===== config.mk =====
export PLATFORM = sky130hd
export DESIGN_NAME = coalesced_hash_table
export DESIGN_NICKNAME = d
export VERILOG_FILES = /design/src/rtl/core/cht_pkg.sv /design/src/rtl/core/cht_home.sv /design/src/rtl/core/coalesced_hash_table.sv
export SDC_FILE = /design/constraint.sdc
export NUM_CORES = 1
export LEC_CHECK = 0
export ABC_AREA = 1
export BUFFER_PORTS_ARGS = -buffer_cell sky130_fd_sc_hd__buf_2
export CELL_PAD_IN_SITES_DETAIL_PLACEMENT = 1
export CELL_PAD_IN_SITES_GLOBAL_PLACEMENT = 1
export CORE_ASPECT_RATIO = 1.4
export CORE_MARGIN = 1
export CORE_UTILIZATION = 26
export DETAILED_ROUTE_END_ITERATION = 8
export PLACE_DENSITY_LB_ADDON = 0.1
export SLEW_MARGIN = 20
export SYNTH_ARGS = -nofsm -noshare
export SYNTH_HDL_FRONTEND = slang
export SYNTH_SLANG_ARGS = --single-unit

===== constraint.sdc =====
create_clock -name i_clk -period 5.14 [get_ports i_clk]
set_clock_uncertainty 0.05 [all_clocks]
set_input_delay 0.771 -clock i_clk [delete_from_list [all_inputs] [get_ports i_clk]]
set_output_delay 0.771 -clock i_clk [all_outputs]
set_load 0.01 [all_outputs]

===== src/rtl/core/cht_pkg.sv =====
// Package for the coalesced hash table: transaction payload types,
// operation codes and slot mark codes.
// No dependencies.
`default_nettype none
package cht_pkg;

    localparam logic [1:0] OP_INSERT = 2'd0;
    localparam logic [1:0] OP_LOOKUP = 2'd1;
    localparam logic [1:0] OP_DELETE = 2'd2;

    localparam logic [1:0] MARK_EMPTY   = 2'd0;
    localparam logic [1:0] MARK_FILLED  = 2'd1;
    localparam logic [1:0] MARK_DELETED = 2'd2;

    localparam int KEY_W = 32;

    typedef struct packed {
        logic [1:0]              op;
        logic signed [KEY_W-1:0] item_key;
        logic signed [KEY_W-1:0] item_value;
    } t_in;

    typedef struct packed {
        logic       success;
        logic [4:0] filled_slots;
    } t_out;

endpackage
`default_nettype wire


===== src/rtl/core/cht_home.sv =====
// Home slot unit: |key| mod TABLE_SLOTS by reciprocal multiplication and one
// correcting subtract, pipelined through r_mag, r_quo and r_rem. Depends on cht_pkg.
`default_nettype none
module cht_home #(
    parameter int TABLE_SLOTS = 16
) (
    input  wire logic                           i_clk,
    input  wire logic                           i_rst_n,
    input  wire logic                           i_start,
    input  wire logic [cht_pkg::KEY_W-1:0]      i_key,
    output logic                                o_done,
    output logic [$clog2(TABLE_SLOTS)-1:0]      o_home
);
    import cht_pkg::*;

    localparam int IW = $clog2(TABLE_SLOTS);
    localparam logic [IW:0] N_W = (IW+1)'(TABLE_SLOTS);
    localparam logic [KEY_W-1:0] N_K = KEY_W'(TABLE_SLOTS);
    // floor(2^KEY_W / TABLE_SLOTS): the quotient estimate is low by at most one
    localparam logic [KEY_W-1:0] RECIP = KEY_W'((64'd1 << KEY_W) / TABLE_SLOTS);

    logic [KEY_W-1:0]   r_mag;
    logic [KEY_W-1:0]   r_mag_q;
    logic [KEY_W-1:0]   r_quo;
    logic [IW-1:0]      r_rem;
    logic               r_v_mul;
    logic               r_v_sub;
    logic               r_done;
    logic [KEY_W-1:0]   mag;
    logic [2*KEY_W-1:0] prod;
    logic [KEY_W-1:0]   quo_n;
    logic [KEY_W-1:0]   diff;
    logic [IW:0]        reduced;

    // Magnitude of the signed key, taken as an unsigned word
    assign mag = i_key[KEY_W-1] ? (~i_key + KEY_W'(1)) : i_key;

    // Estimate the quotient, then the remainder lies below twice the modulus
    assign prod    = (2*KEY_W)'(r_mag) * (2*KEY_W)'(RECIP);
    assign quo_n   = r_quo * N_K;
    assign diff    = r_mag_q - quo_n;
    assign reduced = (diff[IW:0] >= N_W) ? (diff[IW:0] - N_W) : diff[IW:0];

    // Advance the stage valid bits
    always_ff @(posedge i_clk) begin
        if (!i_rst_n) begin
            r_v_mul <= 1'b0;
            r_v_sub <= 1'b0;
            r_done  <= 1'b0;
        end else begin
            r_v_mul <= i_start;
            r_v_sub <= r_v_mul;
            r_done  <= r_v_sub;
        end
    end

    // Capture the key, the quotient estimate and the final remainder
    always_ff @(posedge i_clk) begin
        if (i_start) begin
            r_mag <= mag;
        end
        if (r_v_mul) begin
            r_quo   <= prod[2*KEY_W-1:KEY_W];
            r_mag_q <= r_mag;
        end
        if (r_v_sub) begin
            r_rem <= reduced[IW-1:0];
        end
    end

    assign o_done = r_done;
    assign o_home = r_rem;

endmodule
`default_nettype wire


===== src/rtl/core/coalesced_hash_table.sv =====
// Coalesced hash table top level, one transaction at a time: hash to a home
// slot, walk its chain by registered reads, decide, output; an insert whose
// home is taken also scans for a free slot and walks the home chain to link it.
// Input reopens the cycle after the result loads; a stalled result holds the
// input. The mark/link memory read port sets the step rate. Reset runs a
// clearing pass over every slot with input stalled. Uses cht_pkg.
`default_nettype none
module coalesced_hash_table #(
    parameter int TABLE_SLOTS = 16
) (
    input  wire logic          i_clk,
    input  wire logic          i_rst_n,
    input  wire logic          i_in_valid,
    output logic               o_in_stall,
    input  wire cht_pkg::t_in  i_in_data,
    output logic               o_out_valid,
    input  wire logic          i_out_stall,
    output cht_pkg::t_out      o_out_data
);
    import cht_pkg::*;

    localparam int IW = $clog2(TABLE_SLOTS);
    localparam int CW = $clog2(TABLE_SLOTS + 1);
    localparam logic [IW-1:0] LAST = IW'(TABLE_SLOTS - 1);
    localparam logic [CW-1:0] FULL = CW'(TABLE_SLOTS);

    localparam logic [3:0] S_CLR  = 4'd0;
    localparam logic [3:0] S_IDLE = 4'd1;
    localparam logic [3:0] S_HASH = 4'd2;
    localparam logic [3:0] S_FRD  = 4'd3;
    localparam logic [3:0] S_FEV  = 4'd4;
    localparam logic [3:0] S_DEC  = 4'd5;
    localparam logic [3:0] S_SRD  = 4'd6;
    localparam logic [3:0] S_SEV  = 4'd7;
    localparam logic [3:0] S_WRD  = 4'd8;
    localparam logic [3:0] S_WEV  = 4'd9;
    localparam logic [3:0] S_OUT  = 4'd10;

    typedef struct packed {
        logic [1:0]    mark;
        logic          lv;
        logic [IW-1:0] link;
    } t_meta;

    typedef struct packed {
        logic [KEY_W-1:0] key;
        logic [KEY_W-1:0] data;
    } t_kv;

    t_meta mem_meta [TABLE_SLOTS];
    t_kv   mem_kv   [TABLE_SLOTS];
    t_meta rd_meta;
    t_kv   rd_kv;

    logic [3:0]       r_state, n_state;
    logic [IW-1:0]    r_cur, n_cur;
    logic [IW-1:0]    r_steps, n_steps;
    logic [IW-1:0]    r_home, n_home;
    logic [IW-1:0]    r_slot, n_slot;
    logic [IW-1:0]    r_idx, n_idx;
    logic             r_found, n_found;
    logic             r_ok, n_ok;
    t_meta            r_hmeta, n_hmeta;
    t_meta            r_fmeta, n_fmeta;
    logic [CW-1:0]    r_count, n_count;
    logic [1:0]       r_op;
    logic [KEY_W-1:0] r_key;
    logic [KEY_W-1:0] r_val;
    logic             r_out_valid;
    t_out             r_out;

    logic             meta_we;
    logic [IW-1:0]    meta_wa;
    t_meta            meta_wd;
    logic             kv_we;
    logic [IW-1:0]    kv_wa;
    logic             accept;
    logic             hash_done;
    logic [IW-1:0]    hash_home;
    logic [CW+4:0]    count_ext;

    assign accept = i_in_valid && (r_state == S_IDLE);
    assign o_in_stall = (r_state != S_IDLE);

    cht_home #(.TABLE_SLOTS(TABLE_SLOTS)) u_home (
        .i_clk   (i_clk),
        .i_rst_n (i_rst_n),
        .i_start (accept),
        .i_key   (i_in_data.item_key),
        .o_done  (hash_done),
        .o_home  (hash_home)
    );

    // Slot memories: one write port, one registered read at the walk pointer
    always_ff @(posedge i_clk) begin
        if (meta_we) mem_meta[meta_wa] <= meta_wd;
        if (kv_we) mem_kv[kv_wa] <= '{key: r_key, data: r_val};
        rd_meta <= mem_meta[r_cur];
        rd_kv   <= mem_kv[r_cur];
    end

    // Sequencer: clearing pass, hash, chain search, insert/delete updates, output
    always_comb begin
        n_state = r_state;
        n_cur   = r_cur;
        n_steps = r_steps;
        n_home  = r_home;
        n_slot  = r_slot;
        n_idx   = r_idx;
        n_found = r_found;
        n_ok    = r_ok;
        n_hmeta = r_hmeta;
        n_fmeta = r_fmeta;
        n_count = r_count;
        meta_we = 1'b0;
        meta_wa = r_cur;
        meta_wd = '0;
        kv_we   = 1'b0;
        kv_wa   = r_cur;
        unique case (r_state)
            S_CLR: begin
                meta_we = 1'b1;
                n_cur   = r_cur + IW'(1);
                if (r_cur == LAST) begin
                    n_state = S_IDLE;
                end
            end
            S_IDLE: begin
                if (accept) begin
                    n_state = S_HASH;
                end
            end
            S_HASH: begin
                if (hash_done) begin
                    n_home  = hash_home;
                    n_cur   = hash_home;
                    n_steps = '0;
                    n_found = 1'b0;
                    n_state = S_FRD;
                end
            end
            S_FRD: begin
                n_state = S_FEV;
            end
            S_FEV: begin
                if (r_steps == '0) begin
                    n_hmeta = rd_meta;
                end
                if (rd_meta.mark == MARK_FILLED && rd_kv.key == r_key) begin
                    n_found = 1'b1;
                    n_idx   = r_cur;
                    n_fmeta = rd_meta;
                    n_state = S_DEC;
                end else if (!rd_meta.lv || r_steps == LAST) begin
                    n_state = S_DEC;
                end else begin
                    n_cur   = rd_meta.link;
                    n_steps = r_steps + IW'(1);
                    n_state = S_FRD;
                end
            end
            S_DEC: begin
                n_ok    = 1'b0;
                n_state = S_OUT;
                priority if (r_op == OP_LOOKUP) begin
                    n_ok = r_found;
                end else if (r_op == OP_DELETE) begin
                    if (r_count != '0 && r_found) begin
                        meta_we = 1'b1;
                        meta_wa = r_idx;
                        meta_wd = '{mark: MARK_DELETED, lv: r_fmeta.lv, link: r_fmeta.link};
                        n_count = r_count - CW'(1);
                        n_ok    = 1'b1;
                    end
                end else if (r_op == OP_INSERT) begin
                    if (r_count == FULL || r_found) begin
                        n_ok = 1'b0;
                    end else if (r_hmeta.mark != MARK_FILLED) begin
                        meta_we = 1'b1;
                        meta_wa = r_home;
                        meta_wd = '{mark: MARK_FILLED, lv: r_hmeta.lv, link: r_hmeta.link};
                        kv_we   = 1'b1;
                        kv_wa   = r_home;
                        n_count = r_count + CW'(1);
                        n_ok    = 1'b1;
                    end else begin
                        n_cur   = '0;
                        n_state = S_SRD;
                    end
                end else begin
                    n_ok = 1'b0;
                end
            end
            S_SRD: begin
                n_state = S_SEV;
            end
            S_SEV: begin
                if (rd_meta.mark != MARK_FILLED) begin
                    meta_we = 1'b1;
                    meta_wd = '{mark: MARK_FILLED, lv: rd_meta.lv, link: rd_meta.link};
                    kv_we   = 1'b1;
                    n_count = r_count + CW'(1);
                    n_ok    = 1'b1;
                    n_slot  = r_cur;
                    n_cur   = r_home;
                    n_steps = '0;
                    n_state = S_WRD;
                end else if (r_cur == LAST) begin
                    n_state = S_OUT;
                end else begin
                    n_cur   = r_cur + IW'(1);
                    n_state = S_SRD;
                end
            end
            S_WRD: begin
                // Stop once the walk reaches the new slot: no self-link
                if (r_cur == r_slot) begin
                    n_state = S_OUT;
                end else begin
                    n_state = S_WEV;
                end
            end
            S_WEV: begin
                if (!rd_meta.lv) begin
                    meta_we = 1'b1;
                    meta_wd = '{mark: rd_meta.mark, lv: 1'b1, link: r_slot};
                    n_state = S_OUT;
                end else if (r_steps == LAST) begin
                    n_state = S_OUT;
                end else begin
                    n_cur   = rd_meta.link;
                    n_steps = r_steps + IW'(1);
                    n_state = S_WRD;
                end
            end
            S_OUT: begin
                if (!r_out_valid || !i_out_stall) begin
                    n_state = S_IDLE;
                end
            end
            default: begin
                n_state = S_IDLE;
            end
        endcase
    end

    always_ff @(posedge i_clk) begin
        if (!i_rst_n) begin
            r_state <= S_CLR;
            r_cur   <= '0;
            r_count <= '0;
        end else begin
            r_state <= n_state;
            r_cur   <= n_cur;
            r_count <= n_count;
        end
    end

    // Working registers of the current transaction
    always_ff @(posedge i_clk) begin
        r_steps <= n_steps;
        r_home  <= n_home;
        r_slot  <= n_slot;
        r_idx   <= n_idx;
        r_found <= n_found;
        r_ok    <= n_ok;
        r_hmeta <= n_hmeta;
        r_fmeta <= n_fmeta;
        if (accept) begin
            r_op  <= i_in_data.op;
            r_key <= i_in_data.item_key;
            r_val <= i_in_data.item_value;
        end
    end

    assign count_ext = {5'd0, r_count};

    // Output register: load when free or being taken, drop when taken
    always_ff @(posedge i_clk) begin
        if (!i_rst_n) begin
            r_out_valid <= 1'b0;
        end else if (r_state == S_OUT && (!r_out_valid || !i_out_stall)) begin
            r_out_valid <= 1'b1;
        end else if (!i_out_stall) begin
            r_out_valid <= 1'b0;
        end
    end

    always_ff @(posedge i_clk) begin
        if (r_state == S_OUT && (!r_out_valid || !i_out_stall)) begin
            r_out <= '{success: r_ok, filled_slots: count_ext[4:0]};
        end
    end

    assign o_out_valid = r_out_valid;
    assign o_out_data  = r_out;

`ifndef SYNTHESIS
    a_count_bound: assert property (@(posedge i_clk) disable iff (!i_rst_n)
        r_count <= FULL)
        else $error("fill count above table size");
    a_clear_stall: assert property (@(posedge i_clk) disable iff (!i_rst_n)
        (r_state == S_CLR) |-> o_in_stall)
        else $error("input accepted during clearing pass");
    a_accept_hash: assert property (@(posedge i_clk) disable iff (!i_rst_n)
        (i_in_valid && !o_in_stall) |=> (r_state == S_HASH))
        else $error("accepted transaction did not start hashing");
`endif

endmodule
`default_nettype wire


==> Word level (Yosys, flattened, before mapping) <==
Memories as Yosys holds them, arrays and structs flattened. A register that Yosys moved wholly into a read port is not among the register bits.
Cells that the tools add are included.
{ "word_totals": {"input_bits": 70, "out_inout_bits": 8, "ff_bits": 134, "memories": 2, "ram_bits": 1136, "wordCells": 198} }
{ "op_classes": {"n_eq_ne": 42, "magnitude_cmp": 1, "bitwise_logic": 1, "reduce_logical": 28, "n_mux": 90, "n_addsub": 7} }
{ "mem_list": {"columns": ["memory", "depth", "width", "read_ports", "rd_ports_with_merged_regs", "wr", "line", "text"], "rows": [
  ["mem_kv", 16, 64, 1, 1, 1, "coalesced_hash_table.sv:51", "t_kv mem_kv [TABLE_SLOTS];"],
  ["mem_meta", 16, 7, 1, 1, 1, "coalesced_hash_table.sv:50", "t_meta mem_meta [TABLE_SLOTS];"]
]} }
{ "op_table": {"columns": ["op", "n"], "rows": [
  ["two-way mux 4 bit", 40],
  ["one-hot mux 4 bit (11 select lines)", 1],
  ["two-way mux 5 bit", 8],
  ["== test 32 bit", 1],
  ["two-way mux 7 bit", 4],
  ["inequality test 2 bit (second input constant)", 13],
  ["two-way mux 6 bit", 4],
  ["one-hot mux 4 bit (6 select lines)", 1],
  ["one-hot mux 7 bit (3 select lines)", 1],
  ["== test 4 bit (second input constant)", 5],
  ["two-way mux 1 bit", 20],
  ["== test 4 x 3 -> 1 bit (second input constant)", 4],
  ["one-hot mux 4 bit (4 select lines)", 1],
  ["inequality test 3 bit (second input constant)", 5],
  ["AND reduction 7 bit", 2],
  ["AND reduction 12 bit", 1],
  ["adder 5 x 1 -> 5 bit (second input constant)", 2],
  ["inequality test 2 x 1 -> 1 bit (second input constant)", 5],
  ["one-hot mux 5 bit (2 select lines)", 1],
  ["AND reduction 2 bit", 5],
  ["adder 4 x 1 -> 4 bit (second input constant)", 2],
  ["== test 4 x 2 -> 1 bit (second input constant)", 2],
  ["logical NOT 4 bit", 2],
  ["two-way mux 2 bit", 3],
  ["other kinds (24)", 36]
]} }

==> Longest topological paths before layout <==
{ "depth": {"depth_word": 9, "depth_mapped": 14, "ltp_nobuf": 14} }

==> Cells and area by module <==
From an unflattened synthesis, not the netlist that was laid out.
{ "unflattened": {"cells_unflattened": 2435, "hier_area_um2": 30513.0} }
{ "by_module_without_submodules": {"columns": ["mod", "seq_area_each_um2", "cells_each", "area_per_inst_um2", "instances"], "rows": [
  ["coalesced_hash_table", 21901.0, 2398, 29993.8, 1],
  ["cht_home", 420.4, 37, 519.2, 1]
]} }

==> Worst setup path before layout <==
No wires, ideal clock.
{ "synth_path": {"path_kind": "reg2reg", "startpoint": "register r_count[0]", "endpoint": "memory mem_kv[4][32] in the netlist's numbering (enable)", "path_stages_with_launch": 12, "arrival_time_ps": 2965, "path_buffers": 0, "path_slack_ps": 1704, "required_ps": 4669, "cell_sequence": "dfxtp_1 -> inv_1 -> ha_1 -> nand3_1 -> nand2_2 -> nor3_4 -> nand2_1 -> nand3_1 -> nand2_2 -> inv_2 -> nand3_1 -> nor2_1"} }
{ "synth_via": {"elab_chain_len": 9} }
{ "synth_rtl": {"columns": ["element", "line", "text"], "rows": [
  ["from (decl)", "coalesced_hash_table.sv:65", "logic [CW-1:0] r_count, n_count;"],
  ["from (signal assigned)", "coalesced_hash_table.sv:255", "r_count <= n_count;"],
  ["== test 5 bit (*)", "coalesced_hash_table.sv:176", "if (r_count == FULL || r_found) begin"],
  ["logical OR 1 bit (*)", "coalesced_hash_table.sv:176", null],
  ["two-way mux 1 bit", "coalesced_hash_table.sv:176", null],
  ["two-way mux 1 bit", "coalesced_hash_table.sv:175", "end else if (r_op == OP_INSERT) begin"],
  ["two-way mux 1 bit", "coalesced_hash_table.sv:167", "end else if (r_op == OP_DELETE) begin"],
  ["two-way mux 1 bit", "coalesced_hash_table.sv:165", "priority if (r_op == OP_LOOKUP) begin"],
  ["one-hot mux 1 bit (2 select lines)", "coalesced_hash_table.sv:120", "unique case (r_state)"],
  ["two-way mux 1 bit", "coalesced_hash_table.sv:97", "if (kv_we) mem_kv[kv_wa] <= '{key: r_key, data: r_val};"],
  ["two-way mux 1 bit (implied by the code)", "coalesced_hash_table.sv:97", null],
  ["to (decl)", "coalesced_hash_table.sv:51", null]
]} }
Mark *: on every way between the ends. The rest lies on a longest branch, timed or not.

==> Worst setup path in the final report <==
{ "layout_path": {"startpoint": "register r_count[0]", "endpoint": "memory mem_kv[8][46] in the netlist's numbering (enable)"} }
Same word-level chain as after synthesis.

==> key figures <==
Floorplan
  • DIE AREA: 118,000 um^2
  • # rows: 147
  • Std-Cell Core Area: 115,000 um^2
  • DIE HEIGHT: 406 um
  • Die W: 291 um
  • I/O pin cnt: 78
  • Starting density of the core: 26.3%

Global route
  • First-pass GRT wire length: 141,000 um
  • Initial antenna violation count: 0
  • Total Routing Usage GR: 16.4%
  • Grt total ovfl: 0
  • Vias in the first global route: 20,500
  • Largest net degree at the start of global routing: 169

Logic synthesis
  • Async SR Flop Fraction: 0%
  • Synth Net Count: 2,436
  • Main synth FF type: edfxtp_1
  • Syn Area/Cell: 12.8 um^2
  • Cell variety after synth: 50
  • EDFF count, synth: 705
  • Flops & latches, synth: 761
  • Synthesized cell area: 30,300 um^2
  • Post-synthesis sequential area ratio: 73.6%
  • Synthesized instance count: 2,359
  • Ys Warns: 0

STA
  • # setup viols final: 0
  • Final hold vios: 0
  • Period utilization: 69.2%
  • Worst hold slack: 0.232 ns
  • RSZ-0062 raised after global routing: no
  • Setup TNS: 0 ns
  • Post-layout min period: 3.56 ns
  • Fin. max-slew vios: 0
  • Max Clock Freq: 281 MHz
  • Slew @ Worst Pin: 0.989 ns
  • Slew margin rel.: 33.8%

Clocking
  • CTS Buf Count: 85
  • Post-CTS sizing: 0
  • Clk slew on worst S/H paths: 0.06 ns
  • Maximum clock insertion buffer count: 3
  • Hold Buf Count CTS: 0
  • Postcts setup bufs: 0
  • # H-tree levels: 3
  • Clock root buffer: clkbuf_16
  • Clock sink count: 761
  • Clock latency on the worst-skew pair: 0.66 ns
  • CTS tree: done

Power and ir drop
  • Lkg Pwr: 11.7 nW
  • P per Cell Area: 389 nW/um^2
  • Worst ir drop on vdd: 0.000277 V

Final layout
  • Final #Nets: 2,491
  • Fillers: 12,300
  • FF+latch area: 22,300 um^2
  • Layout cells sized above 1: 12.8%
  • Inserted Diodes: 0
  • Area occupied by multi-input gates: 7110 um^2
  • Final core utilization: 30.6%
  • Area Growth Syn to Fin: 16.3%

Worst setup path
  • Critical path launch point type: register
  • CP Class: reg2reg
  • CP arrival: 3.85 ns
  • Worst Setup End Kind: register
  • Slowest-stage cell, CP: nor2_4
  • Most common cell on crit path: nand3_1
  • Max stage delay on crit path: 0.72 ns
  • Worst-path maximum fanout: 19
  • Cell breakdown of the critical path: inv_1 -> ha_1 -> nand3_1 -> nand2_2 -> nor3_4 -> nand2_1 -> nand3_1 -> nand2_2 -> inv_2 -> nand3_1 -> nor2_4 -> buf_12
  • Worst Path Required: 5.44 ns

Drt
  • Initial DRC count: 927
  • WL/cell: 24.4 um
  • Routed WL: 96,900 um
  • Antenna-violating nets left: 0
  • Via-to-Cell Ratio: 4.78
  • Detailed Routing Iterations Pass 1: 4
  • DRC Markers: 0
  • DR vias: 19,000

Flow run
  • Max-cap violations: 0

Status
  • Status: finished, final reports clean

Min path
  • HP Class: in2reg

Place
  • IO Port Bufs: 45
  • DP HPWL: 55,300 um
  • Placer Congestion: 0.757
## registers in the layout (all words and copies together) (netlist names), 2 cells and up
register        cells
r_fmeta             5
mem_meta          112
u_home.r_mag_q      4
u_home.o_home       4
r_key              32
o_out_data          6
u_home.r_mag        3
mem_kv            512
r_hmeta             7
r_home              4
r_slot              4
r_cur               4
r_count             5
r_steps             4
r_op                2
r_idx               4
r_state             4
rd_meta             7
rd_kv              32
## where the power goes
| part | total, mW | leakage, nW | switching (mW) | internal (mW) |
|---|---|---|---|---|
| logic | 0.838 | 3.55 | 0.600 | 0.238 |
| registers | 6.85 | 6.86 | 0.0824 | 6.76 |
| clock network | 6.02 | 1.33 | 2.55 | 3.47 |
## layer usage
layer | part of all wire (%) | GRT usage (%)
met3 | 2.8 | 2.28
met1 | 41 | 18.8
met5 | 0 | 0
met2 | 53 | 30.8
met4 | 3.0 | 6.32
## placed cells by master, fill, tap and decap left out, drive strengths merged, types with 7 or more instances in the layout
cell and n:
nor3 11, xor2 10, a21oi 19, nand4 16
nor2 403, nand2 216, ha 7, xnor2 10
clkinv 29, o21ai 333, clkbuf 120, o221ai 119
buf 100, o211ai 42, nand3 81, inv 132
o22ai 39, dfxtp 56, edfxtp 705
## stage by stage
step	power [mW]	std cells	worst slack [ns]	instance area [um^2]
final	13.7	3975	1.58	35200
after global routing	14.2	3975	1.34	35200
after CTS	13.9	3975	1.50	35200
after detailed placement	7.85	3817	1.52	32500
after global placement	7.82	3817	1.53	32500
after floorplan	7.47	2359	1.70	30300
## cells by family (layout without fill, tap and decap cells)
kind of cell | Yosys count | count (layout) | share of synthesized area [%]
DFF | 761 | 761 | 73.6
and+or+nand+nor | 739 | 739 | 10.5
AOI/OAI and AO/OA | 570 | 570 | 11.7
buffers and inverters | 261 | 387 | 3.42
xor gates and xnor gates | 20 | 20 | 0.578
adders and majority gates | 7 | 7 | 0.289
muxes | 1 | 1 | 0.0330
## Yosys cell counts (2+ instances only)
library cell  number  area (um^2)
nand4_2            2         25.0
nand3_2            8         80.1
o21ai_2            5         43.8
nor3b_1            2         15.0
o21a_1             3         22.5
nor2_8             2         40.0
o221ai_1         119         1040
o22ai_1           39          244
nand3_1           72          360
dfxtp_1           56         1120
nor2_1           389         1460
xor2_1            10         87.6
o211ai_1          42          315
nand4_1           14         87.6
clkinv_1           3         11.3
buf_2             34          170
clkbuf_1          91          342
nor2_4             5         56.3
inv_1            102          383
o21ai_0          324         1620
a21oi_1           16         80.1
o21ai_1            4         20.0
nand2_2            7         43.8
edfxtp_1         705        21200
o2111ai_1          5         43.8
a21oi_2            3         26.3
a22oi_1            5         37.5
buf_4              2         15.0
inv_2             22         82.6
nand2_1          208          781
buf_1              5         18.8
nor4_1             3         18.8
nor3_1             6         30.0
nor2_2             7         43.8
xnor2_1           10         87.6
nor3_2             4         40.0
or2_2              6         37.5
ha_1               7         87.6
## cell type report
class | count | share of cell area, %
well taps | 1490 | 5.29
clock buffers | 120 | 6.72
inverters | 129 | 1.42
repair buffers | 100 | 2.17
flip-flops and latches | 761 | 63.3
clock inverters | 38 | 0.965
multi-input cells | 1337 | 20.2
## worst max-delay path, delay by kind of cell, from the launching register on
family	cells	cell delay (ns)
DFF	1	0.43
adders and majority gates	1	0.22
buffers and inverters	3	0.54
and+or+nand+nor	8	1.95
## final timing paths
check	from	to	slack (ns)	cells past startpoint
setup / recovery	r_count[0]	mem_kv[8][46]	1.58	12
hold / removal	i_in_data[52]	r_key[20]	0.23	1
setup reg to reg	r_count[0]	mem_kv[8][46]	1.58	12
hold reg to reg	u_home.r_mag_q[2]	u_home.o_home[2]	0.37	0
Note: power is estimated with default switching activity, not from simulation.
